--- src/sv/round_robin_ready_queue_macros.svh ---
`ifndef ROUND_ROBIN_READY_QUEUE_MACROS_SVH
`define ROUND_ROBIN_READY_QUEUE_MACROS_SVH

// same-cycle implication, checked on every clock edge outside reset
`define RRQ_ASSERT_IMP(label, ante, cons) \
    label: assert property (@(posedge i_clk) disable iff (!i_rst_n) (ante) |-> (cons)) \
        else $error("rrq assertion failed");

// invariant that holds on every clock edge outside reset
`define RRQ_ASSERT_ALWAYS(label, cond) \
    label: assert property (@(posedge i_clk) disable iff (!i_rst_n) (cond)) \
        else $error("rrq invariant failed");

`endif

--- src/sv/rrq_pkg.sv ---
`timescale 1ns / 1ps

package rrq_pkg;

    localparam int MAX_TASKS_DEF  = 32;
    localparam int SLICE_BITS_DEF = 16;

    localparam int TASK_ID_W = 5;
    localparam int CFG_W     = 16;

    localparam logic [CFG_W-1:0] SLICE_RESET = 16'd100;

    // item kinds
    localparam logic [2:0] KIND_ENQ   = 3'd0;
    localparam logic [2:0] KIND_DEQ   = 3'd1;
    localparam logic [2:0] KIND_YIELD = 3'd2;
    localparam logic [2:0] KIND_TICK  = 3'd3;
    localparam logic [2:0] KIND_PICK  = 3'd4;

    // result status
    localparam logic [2:0] ST_OK         = 3'd0;
    localparam logic [2:0] ST_EMPTY      = 3'd1;
    localparam logic [2:0] ST_NOT_QUEUED = 3'd2;
    localparam logic [2:0] ST_ALREADY    = 3'd3;
    localparam logic [2:0] ST_FULL       = 3'd4;

    // queue cell operations
    localparam logic [1:0] OP_NONE   = 2'd0;
    localparam logic [1:0] OP_APPEND = 2'd1;
    localparam logic [1:0] OP_REMOVE = 2'd2;
    localparam logic [1:0] OP_MOVE   = 2'd3;

    typedef logic [TASK_ID_W-1:0] t_task_id;

    typedef struct packed {
        logic [2:0] kind;
        t_task_id   task_id;
    } t_in_item;

    typedef struct packed {
        logic [2:0]  status;
        t_task_id    head_task;
        logic        reschedule;
        logic [5:0]  queued_count;
        logic [15:0] slice_left;
    } t_out_item;

    typedef struct packed {
        logic [1:0] op;
        t_task_id   target;
    } t_cell_ctl;

endpackage

--- src/sv/rrq_cell.sv ---
`timescale 1ns / 1ps

module rrq_cell import rrq_pkg::*; (
    input  logic      i_clk,
    input  logic      i_rst_n,
    input  t_cell_ctl i_ctl,
    input  logic      i_prev_occ,
    input  logic      i_prev_hit,
    input  t_task_id  i_next_id,
    input  logic      i_next_occ,
    output t_task_id  o_id,
    output logic      o_occ,
    output logic      o_hit
);

    t_task_id r_id;
    logic     r_occ;
    t_task_id n_id;
    logic     n_occ;

    // hit ripples toward the tail: this cell and all behind the match shift
    assign o_hit = i_prev_hit | (r_occ && (r_id == i_ctl.target));
    assign o_id  = r_id;
    assign o_occ = r_occ;

    always_comb begin
        n_id  = r_id;
        n_occ = r_occ;
        case (i_ctl.op)
            OP_APPEND: begin
                if (!r_occ && i_prev_occ) begin
                    n_id  = i_ctl.target;
                    n_occ = 1'b1;
                end
            end
            OP_REMOVE: begin
                if (o_hit) begin
                    n_id  = i_next_id;
                    n_occ = i_next_occ;
                end
            end
            OP_MOVE: begin
                if (o_hit) begin
                    // last occupied cell takes the moved task
                    if (r_occ && !i_next_occ) begin
                        n_id = i_ctl.target;
                    end else begin
                        n_id  = i_next_id;
                        n_occ = i_next_occ;
                    end
                end
            end
            default: begin
            end
        endcase
    end

    always_ff @(posedge i_clk) begin
        if (!i_rst_n) begin
            r_occ <= 1'b0;
        end else begin
            r_occ <= n_occ;
        end
    end

    always_ff @(posedge i_clk) begin
        r_id <= n_id;
    end

endmodule

--- src/sv/rrq_slice_mem.sv ---
`timescale 1ns / 1ps

module rrq_slice_mem import rrq_pkg::*; #(
    parameter int DEPTH = MAX_TASKS_DEF,
    parameter int WIDTH = SLICE_BITS_DEF
) (
    input  logic                     i_clk,
    input  logic                     i_rst_n,
    input  logic                     i_rd,
    input  logic [$clog2(DEPTH)-1:0] i_raddr,
    output logic [WIDTH-1:0]         o_rdata,
    input  logic                     i_we,
    input  logic [$clog2(DEPTH)-1:0] i_waddr,
    input  logic [WIDTH-1:0]         i_wdata
);

    logic [WIDTH-1:0] r_mem [DEPTH];
    logic [DEPTH-1:0] r_written;
    logic [WIDTH-1:0] r_rdata;
    logic             r_rvalid;

    // an entry never written reads as zero
    assign o_rdata = r_rvalid ? r_rdata : '0;

    always_ff @(posedge i_clk) begin
        if (i_we) begin
            r_mem[i_waddr] <= i_wdata;
        end
        if (i_rd) begin
            r_rdata <= r_mem[i_raddr];
        end
    end

    always_ff @(posedge i_clk) begin
        if (!i_rst_n) begin
            r_written <= '0;
            r_rvalid  <= 1'b0;
        end else begin
            if (i_we) begin
                r_written[i_waddr] <= 1'b1;
            end
            if (i_rd) begin
                r_rvalid <= r_written[i_raddr];
            end
        end
    end

endmodule

--- src/sv/round_robin_ready_queue.sv ---
`timescale 1ns / 1ps
// Round-robin ready queue with per-task time slices. Items are enqueue, dequeue, yield,
// tick and pick; each gives one result with status, queue head, count, reschedule flag
// and the named task's remaining slice. The ready queue is a row of cells, one per
// queue position, that shift toward the head all at once when a task leaves or
// rotates; the slices live in a table with one read and at most one write per item.
// An item goes from acceptance to a registered result through accept with table read,
// queue and table update, and result load; a new item is taken only once the result is
// loaded, which waits while the output side stalls. The table read is registered and the
// cells update in one step. The next item is taken while a result still waits at the output.
// slice_length may be written only while no item is in flight.

module round_robin_ready_queue import rrq_pkg::*; #(
    parameter int MAX_TASKS  = MAX_TASKS_DEF,
    parameter int SLICE_BITS = SLICE_BITS_DEF
) (
    input  logic             i_clk,
    input  logic             i_rst_n,
    input  logic             i_in_valid,
    output logic             o_in_stall,
    input  t_in_item         i_in_item,
    output logic             o_out_valid,
    input  logic             i_out_stall,
    output t_out_item        o_out_item,
    input  logic             i_cfg_we,
    input  logic [CFG_W-1:0] i_cfg_wdata
);

`include "round_robin_ready_queue_macros.svh"

    localparam int IDX_W = $clog2(MAX_TASKS);
    localparam int CNT_W = $clog2(MAX_TASKS + 1);

    localparam logic [1:0] S_IDLE = 2'd0;
    localparam logic [1:0] S_EXEC = 2'd1;
    localparam logic [1:0] S_DONE = 2'd2;

    logic [1:0]            r_state;
    logic [1:0]            n_state;
    logic [SLICE_BITS-1:0] r_slice_len;
    logic [CNT_W-1:0]      r_count;
    logic [CNT_W-1:0]      n_count;
    logic [MAX_TASKS-1:0]  r_qflag;
    logic [2:0]            r_kind;
    t_task_id              r_task;
    logic [2:0]            r_status;
    logic [2:0]            n_status;
    logic                  r_resched;
    logic                  n_resched;
    logic [SLICE_BITS-1:0] r_slice_out;
    logic [SLICE_BITS-1:0] n_slice_out;
    logic                  r_out_valid;
    t_out_item             r_out_item;

    logic                  w_accept;
    logic                  w_load_out;
    logic [IDX_W-1:0]      w_idx;
    logic                  w_id_ok;
    logic                  w_queued;
    logic [SLICE_BITS-1:0] w_slice;
    logic                  w_we;
    logic [SLICE_BITS-1:0] w_wdata;
    logic                  w_set_flag;
    logic                  w_clr_flag;
    t_cell_ctl             w_ctl;
    logic [IDX_W-1:0]      w_raddr;

    t_task_id              w_id [MAX_TASKS+1];
    logic [MAX_TASKS:0]    w_occ;
    logic [MAX_TASKS-1:0]  w_hit;

    assign o_in_stall  = (r_state != S_IDLE);
    assign w_accept    = i_in_valid && !o_in_stall;
    assign o_out_valid = r_out_valid;
    assign o_out_item  = r_out_item;
    assign w_load_out  = (r_state == S_DONE) && (!r_out_valid || !i_out_stall);

    assign w_idx   = IDX_W'(r_task);
    assign w_id_ok = (32'(r_task) < 32'(MAX_TASKS));
    assign w_queued = w_id_ok && r_qflag[w_idx];

    // pick reads the head task's slice, every other kind the named task's
    assign w_raddr = (i_in_item.kind == KIND_PICK) ? IDX_W'(w_id[0])
                                                   : IDX_W'(i_in_item.task_id);

    rrq_slice_mem #(
        .DEPTH (MAX_TASKS),
        .WIDTH (SLICE_BITS)
    ) u_slice_mem (
        .i_clk   (i_clk),
        .i_rst_n (i_rst_n),
        .i_rd    (w_accept),
        .i_raddr (w_raddr),
        .o_rdata (w_slice),
        .i_we    (w_we),
        .i_waddr (w_idx),
        .i_wdata (w_wdata)
    );

    assign w_id[MAX_TASKS]  = '0;
    assign w_occ[MAX_TASKS] = 1'b0;

    for (genvar g = 0; g < MAX_TASKS; g++) begin : g_cell
        logic prev_occ;
        logic prev_hit;
        if (g == 0) begin : g_first
            assign prev_occ = 1'b1;
            assign prev_hit = 1'b0;
        end else begin : g_rest
            assign prev_occ = w_occ[g-1];
            assign prev_hit = w_hit[g-1];
        end
        rrq_cell u_cell (
            .i_clk      (i_clk),
            .i_rst_n    (i_rst_n),
            .i_ctl      (w_ctl),
            .i_prev_occ (prev_occ),
            .i_prev_hit (prev_hit),
            .i_next_id  (w_id[g+1]),
            .i_next_occ (w_occ[g+1]),
            .o_id       (w_id[g]),
            .o_occ      (w_occ[g]),
            .o_hit      (w_hit[g])
        );
    end

    always_comb begin
        n_status    = ST_OK;
        n_resched   = 1'b0;
        n_slice_out = w_slice;
        n_count     = r_count;
        w_we        = 1'b0;
        w_wdata     = w_slice;
        w_set_flag  = 1'b0;
        w_clr_flag  = 1'b0;
        w_ctl.op    = OP_NONE;
        w_ctl.target = r_task;
        if (r_state == S_EXEC) begin
            if (r_kind == KIND_PICK) begin
                if (r_count == '0) begin
                    n_status    = ST_EMPTY;
                    n_slice_out = '0;
                end
            end else if (!w_id_ok) begin
                n_slice_out = '0;
                if (r_kind <= KIND_TICK) begin
                    n_status = ST_NOT_QUEUED;
                end
            end else begin
                case (r_kind)
                    KIND_ENQ: begin
                        if (w_queued) begin
                            n_status = ST_ALREADY;
                        end else if (r_count == CNT_W'(MAX_TASKS)) begin
                            n_status = ST_FULL;
                        end else begin
                            if (w_slice == '0) begin
                                w_we        = 1'b1;
                                w_wdata     = r_slice_len;
                                n_slice_out = r_slice_len;
                            end
                            w_ctl.op   = OP_APPEND;
                            w_set_flag = 1'b1;
                            n_count    = r_count + CNT_W'(1);
                        end
                    end
                    KIND_DEQ: begin
                        if (!w_queued) begin
                            n_status = ST_NOT_QUEUED;
                        end else begin
                            w_ctl.op   = OP_REMOVE;
                            w_clr_flag = 1'b1;
                            n_count    = r_count - CNT_W'(1);
                        end
                    end
                    KIND_YIELD: begin
                        if (!w_queued) begin
                            n_status = ST_NOT_QUEUED;
                        end else if (r_count > CNT_W'(1)) begin
                            w_ctl.op = OP_MOVE;
                        end
                    end
                    KIND_TICK: begin
                        if (!w_queued) begin
                            n_status = ST_NOT_QUEUED;
                        end else if (w_slice > SLICE_BITS'(1)) begin
                            w_we        = 1'b1;
                            w_wdata     = w_slice - SLICE_BITS'(1);
                            n_slice_out = w_slice - SLICE_BITS'(1);
                        end else begin
                            // slice expired: reload, rotate when others wait
                            w_we        = 1'b1;
                            w_wdata     = r_slice_len;
                            n_slice_out = r_slice_len;
                            if (r_count > CNT_W'(1)) begin
                                w_ctl.op  = OP_MOVE;
                                n_resched = 1'b1;
                            end
                        end
                    end
                    default: begin
                    end
                endcase
            end
        end
    end

    always_comb begin
        n_state = r_state;
        case (r_state)
            S_IDLE: begin
                if (w_accept) begin
                    n_state = S_EXEC;
                end
            end
            S_EXEC: n_state = S_DONE;
            S_DONE: begin
                if (w_load_out) begin
                    n_state = S_IDLE;
                end
            end
            default: n_state = S_IDLE;
        endcase
    end

    always_ff @(posedge i_clk) begin
        if (!i_rst_n) begin
            r_state     <= S_IDLE;
            r_slice_len <= SLICE_BITS'(SLICE_RESET);
            r_count     <= '0;
            r_qflag     <= '0;
            r_out_valid <= 1'b0;
        end else begin
            r_state <= n_state;
            r_count <= n_count;
            if (i_cfg_we) begin
                r_slice_len <= SLICE_BITS'(i_cfg_wdata);
            end
            if (w_set_flag) begin
                r_qflag[w_idx] <= 1'b1;
            end
            if (w_clr_flag) begin
                r_qflag[w_idx] <= 1'b0;
            end
            if (w_load_out) begin
                r_out_valid <= 1'b1;
            end else if (!i_out_stall) begin
                r_out_valid <= 1'b0;
            end
        end
    end

    always_ff @(posedge i_clk) begin
        if (w_accept) begin
            r_kind <= i_in_item.kind;
            r_task <= i_in_item.task_id;
        end
        if (r_state == S_EXEC) begin
            r_status    <= n_status;
            r_resched   <= n_resched;
            r_slice_out <= n_slice_out;
        end
        if (w_load_out) begin
            r_out_item.status       <= r_status;
            r_out_item.head_task    <= w_occ[0] ? w_id[0] : '0;
            r_out_item.reschedule   <= r_resched;
            r_out_item.queued_count <= 6'(r_count);
            r_out_item.slice_left   <= 16'(r_slice_out);
        end
    end

    // cell row occupancy and the queued flags both track the count
    `RRQ_ASSERT_ALWAYS(a_count_cells, $countones(w_occ) == 32'(r_count))
    `RRQ_ASSERT_ALWAYS(a_count_flags, $countones(r_qflag) == 32'(r_count))
    // a task to be removed or moved is always found in the cell row
    `RRQ_ASSERT_IMP(a_remove_hits, (w_ctl.op == OP_REMOVE) || (w_ctl.op == OP_MOVE), w_hit[MAX_TASKS-1])
    `RRQ_ASSERT_IMP(a_resched_ok, o_out_valid && o_out_item.reschedule, o_out_item.status == ST_OK)

endmodule
--- config.mk ---
export PLATFORM = sky130hd
export DESIGN_NAME = round_robin_ready_queue
export DESIGN_NICKNAME = d
export VERILOG_FILES = /design/src/sv/rrq_pkg.sv /design/src/sv/rrq_cell.sv /design/src/sv/rrq_slice_mem.sv /design/src/sv/round_robin_ready_queue.sv
export VERILOG_INCLUDE_DIRS = /design/src /design/src/sv
export SDC_FILE = /design/constraint.sdc
export NUM_CORES = 2
export LEC_CHECK = 0
export BUFFER_PORTS_ARGS = -buffer_cell sky130_fd_sc_hd__buf_2
export CAP_MARGIN = 20
export CORE_AREA = 5 5 292 294
export DETAILED_ROUTE_END_ITERATION = 8
export DIE_AREA = 0 0 297 299
export PLACE_DENSITY = 0.63
export SLEW_MARGIN = 20
export SYNTH_ARGS = -nofsm -noshare
export SYNTH_HDL_FRONTEND = slang
export SYNTH_SLANG_ARGS = --single-unit
--- constraint.sdc ---
create_clock -name i_clk -period 6.6 [get_ports i_clk]
set_clock_uncertainty 0.2 [all_clocks]
set_input_delay 0.66 -clock i_clk [delete_from_list [all_inputs] [get_ports i_clk]]
set_output_delay 0.66 -clock i_clk [all_outputs]
set_load 0.01 [all_outputs]
==> flow_metrics.tcl <==
set metrics [dict create \
    cts_inserted_buffers 93 \
    synth_ff_type "edfxtp_1" \
    grt_max_degree 119 \
    area_growth_pct 11.2 \
    holdCritStartpoint "i_cfg_wdata[2]" \
    synth_seq_cells 869 \
    crit_arrival_ps 5270 \
    coreArea_um2 82600 \
    drc 0 \
    syn-num-nets 3701 \
    clk_latency_ps 660 \
    finalHoldViolations 0 \
    overflow 0 \
    layout_common_cells "902 x nand2_1, 747 x edfxtp_1, 161 x nand3_1" \
    total_power_uw 12100 \
    syn_inst 3667 \
    die_area_um2 88800 \
    ir_worst_vdd_mv 0.224 \
    drive_above_1_share_pct 11.4 \
    synth.top_cells.by_area "edfxtp_1 55%, nand2_1 8.3%, dfxtp_1 6.0%, a311oi_1 2.3%, a32oi_1 2.3%" \
    crit_type "reg -> reg" \
    crit_chain "mux4_1, nand3_1, a32oi_1, or3_1, buf_4, nor4b_4, nor2_4, buf_4, nor3_4" \
    p_leak_uw 0.0160 \
    wl_per_cell_um 23.3 \
    holdPathEnd "r_slice_len[2]" \
    gr-usage-all-layers_pct 24.5 \
    reg2reg_slack_ps 1390 \
    vias_per_cell 6.18 \
    nFillCells 7015 \
    cts_root_buf "clkbuf_16" \
    seq_area_frac_synth_pct 60.9 \
    wl_um 112000 \
    pin_count 62 \
    finalMaxSlewViolations 0 \
    dr.first_iter.drc_count 2876 \
    num_rows 106 \
    fin_nets 3680 \
    powerDensity_nw_per_um2 267 \
    synth_top_cell_by_area "edfxtp_1" \
    detail-route-antenna-nets 0 \
    cp_slowest_cell "edfxtp_1" \
    fmax_mhz 192 \
    setup_viol 0 \
    max_stage_delay_ps 980 \
    rr_worst_depth 9 \
    worst_path_most_repeated_cell "buf_4" \
    cts_resized 0 \
    grt_pass1_wl_um 171000 \
    rsz0062_at_grt "false" \
    dp_hpwl_um 68600 \
    vias 29700 \
    synthArstFlopShare_pct 0 \
    utilization_pct 54.9 \
    critPathMaxFanout 32 \
    portBuffers 61 \
    critPathRequiredTime_ps 6660 \
    first_pass_iters 5 \
    cts_sinks 869 \
    synth_warnings 0 \
    timing.rr.start "r_task[0]" \
    mostFrequentLayoutCell "nand2_1" \
    ys_types 89 \
    fin_tns_setup_ps 0 \
    critPathLaunch "r_task[0]" \
    place_congestion 0.861 \
    grt_pass1_vias 28400 \
    htree_levels 3 \
    netlist.area_leader.share_pct 55.0 \
    synth_area_um2 40800 \
    start_util_pct 49.4 \
    cts_tree "yes" \
    antenna_found_initial 4 \
    postSynthAreaPerCell_um2 11.1 \
    finalCritPeriodShare_pct 78.9 \
    outcome "complete, no violations" \
    worst_pin_slew_ps 1080 \
    holdCritPathClass "in -> reg" \
    synth_edf_count 747 \
    end_kind "register" \
    timing.rr.end "u_slice_mem.r_mem[12][13]" \
    die_y_um 299 \
    startpoint_type "register" \
    die_w_um 297 \
    finalCriticalPeriod_ps 5210 \
    clock_path_buffers 3 \
    maxCapViolCount 0 \
    clk_pin_slew_ps 60 \
    maxSlewHeadroom_pct 27.4 \
    whs_path_depth 3 \
]
==> state kept, by name, indices dropped and copies added, names as in the netlist, named ones only <==
register,count
r_resched,1
u_slice_mem.r_mem,512
r_state,2
r_status,3
g_cell.u_cell.o_id,160
u_slice_mem.r_rvalid,1
o_out_valid,1
u_slice_mem.r_written,32
r_qflag,1
g_cell.u_cell.o_occ,32
u_slice_mem.r_rdata,16
r_slice_out,16
r_task,5
r_kind,3
o_out_item,31
r_slice_len,16
r_count,6
==> area by class of cell <==
type	instances	area (µm²)	area share (%)
clock buffer	117	2510	5.53
multi-input combinational	2504	15000	33.0
sequential	869	24900	54.8
clock inverter	56	453	0.998
inverter	25	93.8	0.207
timing repair buffer	153	1100	2.43
tap	1080	1350	2.98
antenna	2	5.00	0.0110
==> worst max path at each step <==
stage / endpoint / slack, ps / depth (start not counted)
floorplan: u_slice_mem.r_mem[0][7] / 1990 / 9
global placement: u_slice_mem.r_mem[12][14] / 1470 / 9
detailed placement: u_slice_mem.r_mem[12][14] / 1430 / 9
CTS: u_slice_mem.r_mem[12][13] / 1380 / 9
global route: u_slice_mem.r_mem[12][13] / 1140 / 9
finish: u_slice_mem.r_mem[12][13] / 1390 / 9
==> worst max-delay path, delay by kind of cell (launching register included) <==
family                 cells  cell delay (ps)
AND/OR/NAND/NOR            5             2190
multiplexers               1              650
buffers and inverters      2              570
AO/OA/AOI/OAI              1              140
flip-flops                 1              980
==> what timing repair did <==
action                     in CTS  in global routing
setup endpoints to repair       0                  0
hold buffers                    2                  0
buffers inserted                0                  0
hold endpoints to repair        2                  0
==> layer usage <==
metal	wire, µm	track usage (%)
met2	50700	38.3
met1	48400	34.5
met3	9840	5.48
met4	3230	7.28
met5	0	0
==> cell families after synthesis <==
family | count (synthesis) | synth area share [%]
AO/OA/AOI/OAI | 716 | 13.4
flip-flops | 869 | 60.9
buffers and inverters | 294 | 3.07
multiplexers | 45 | 1.27
XOR/XNOR | 166 | 3.56
AND/OR/NAND/NOR | 1572 | 17.6
adder cells (fa/ha/maj) | 5 | 0.153
==> cells in the mapped netlist, drive strengths merged, types with 22 or more instances <==
cell type  instances
a21oi             99
edfxtp           747
nand3            163
o21ai             58
clkbuf           191
a211oi            26
a21o              22
nor3             101
dfxtp            122
nor4              34
o22ai             44
buf               78
o21a              38
a32oi            105
o221a             23
nand2            904
and3             109
mux2i             33
xnor2             62
a31oi             64
xor2             104
nand2b            30
a311oi           106
nor2             141
a22oi             31
inv               22
==> power breakdown <==
part / switching, µW / total [µW] / leakage, µW / internal, µW
logic: 699 / 971 / 0.00667 / 272
registers: 50.1 / 6090 / 0.00783 / 6040
clock network: 2180 / 5040 / 0.00145 / 2860
==> stage by stage <==
| step | instance area [µm²] | cells | worst slack, ps | hold slack, ps |
|---|---|---|---|---|
| global placement | 42400 | 4629 | 1470 | 201 |
| detailed placement | 42400 | 4629 | 1430 | 205 |
| finish | 45400 | 4806 | 1390 | 37.8 |
| CTS | 45400 | 4804 | 1380 | 6.82 |
| global route | 45400 | 4804 | 1140 | 12.0 |
| floorplan | 40800 | 3667 | 1990 | 200 |
No activity file was read; power rests on OpenSTA's default activity.
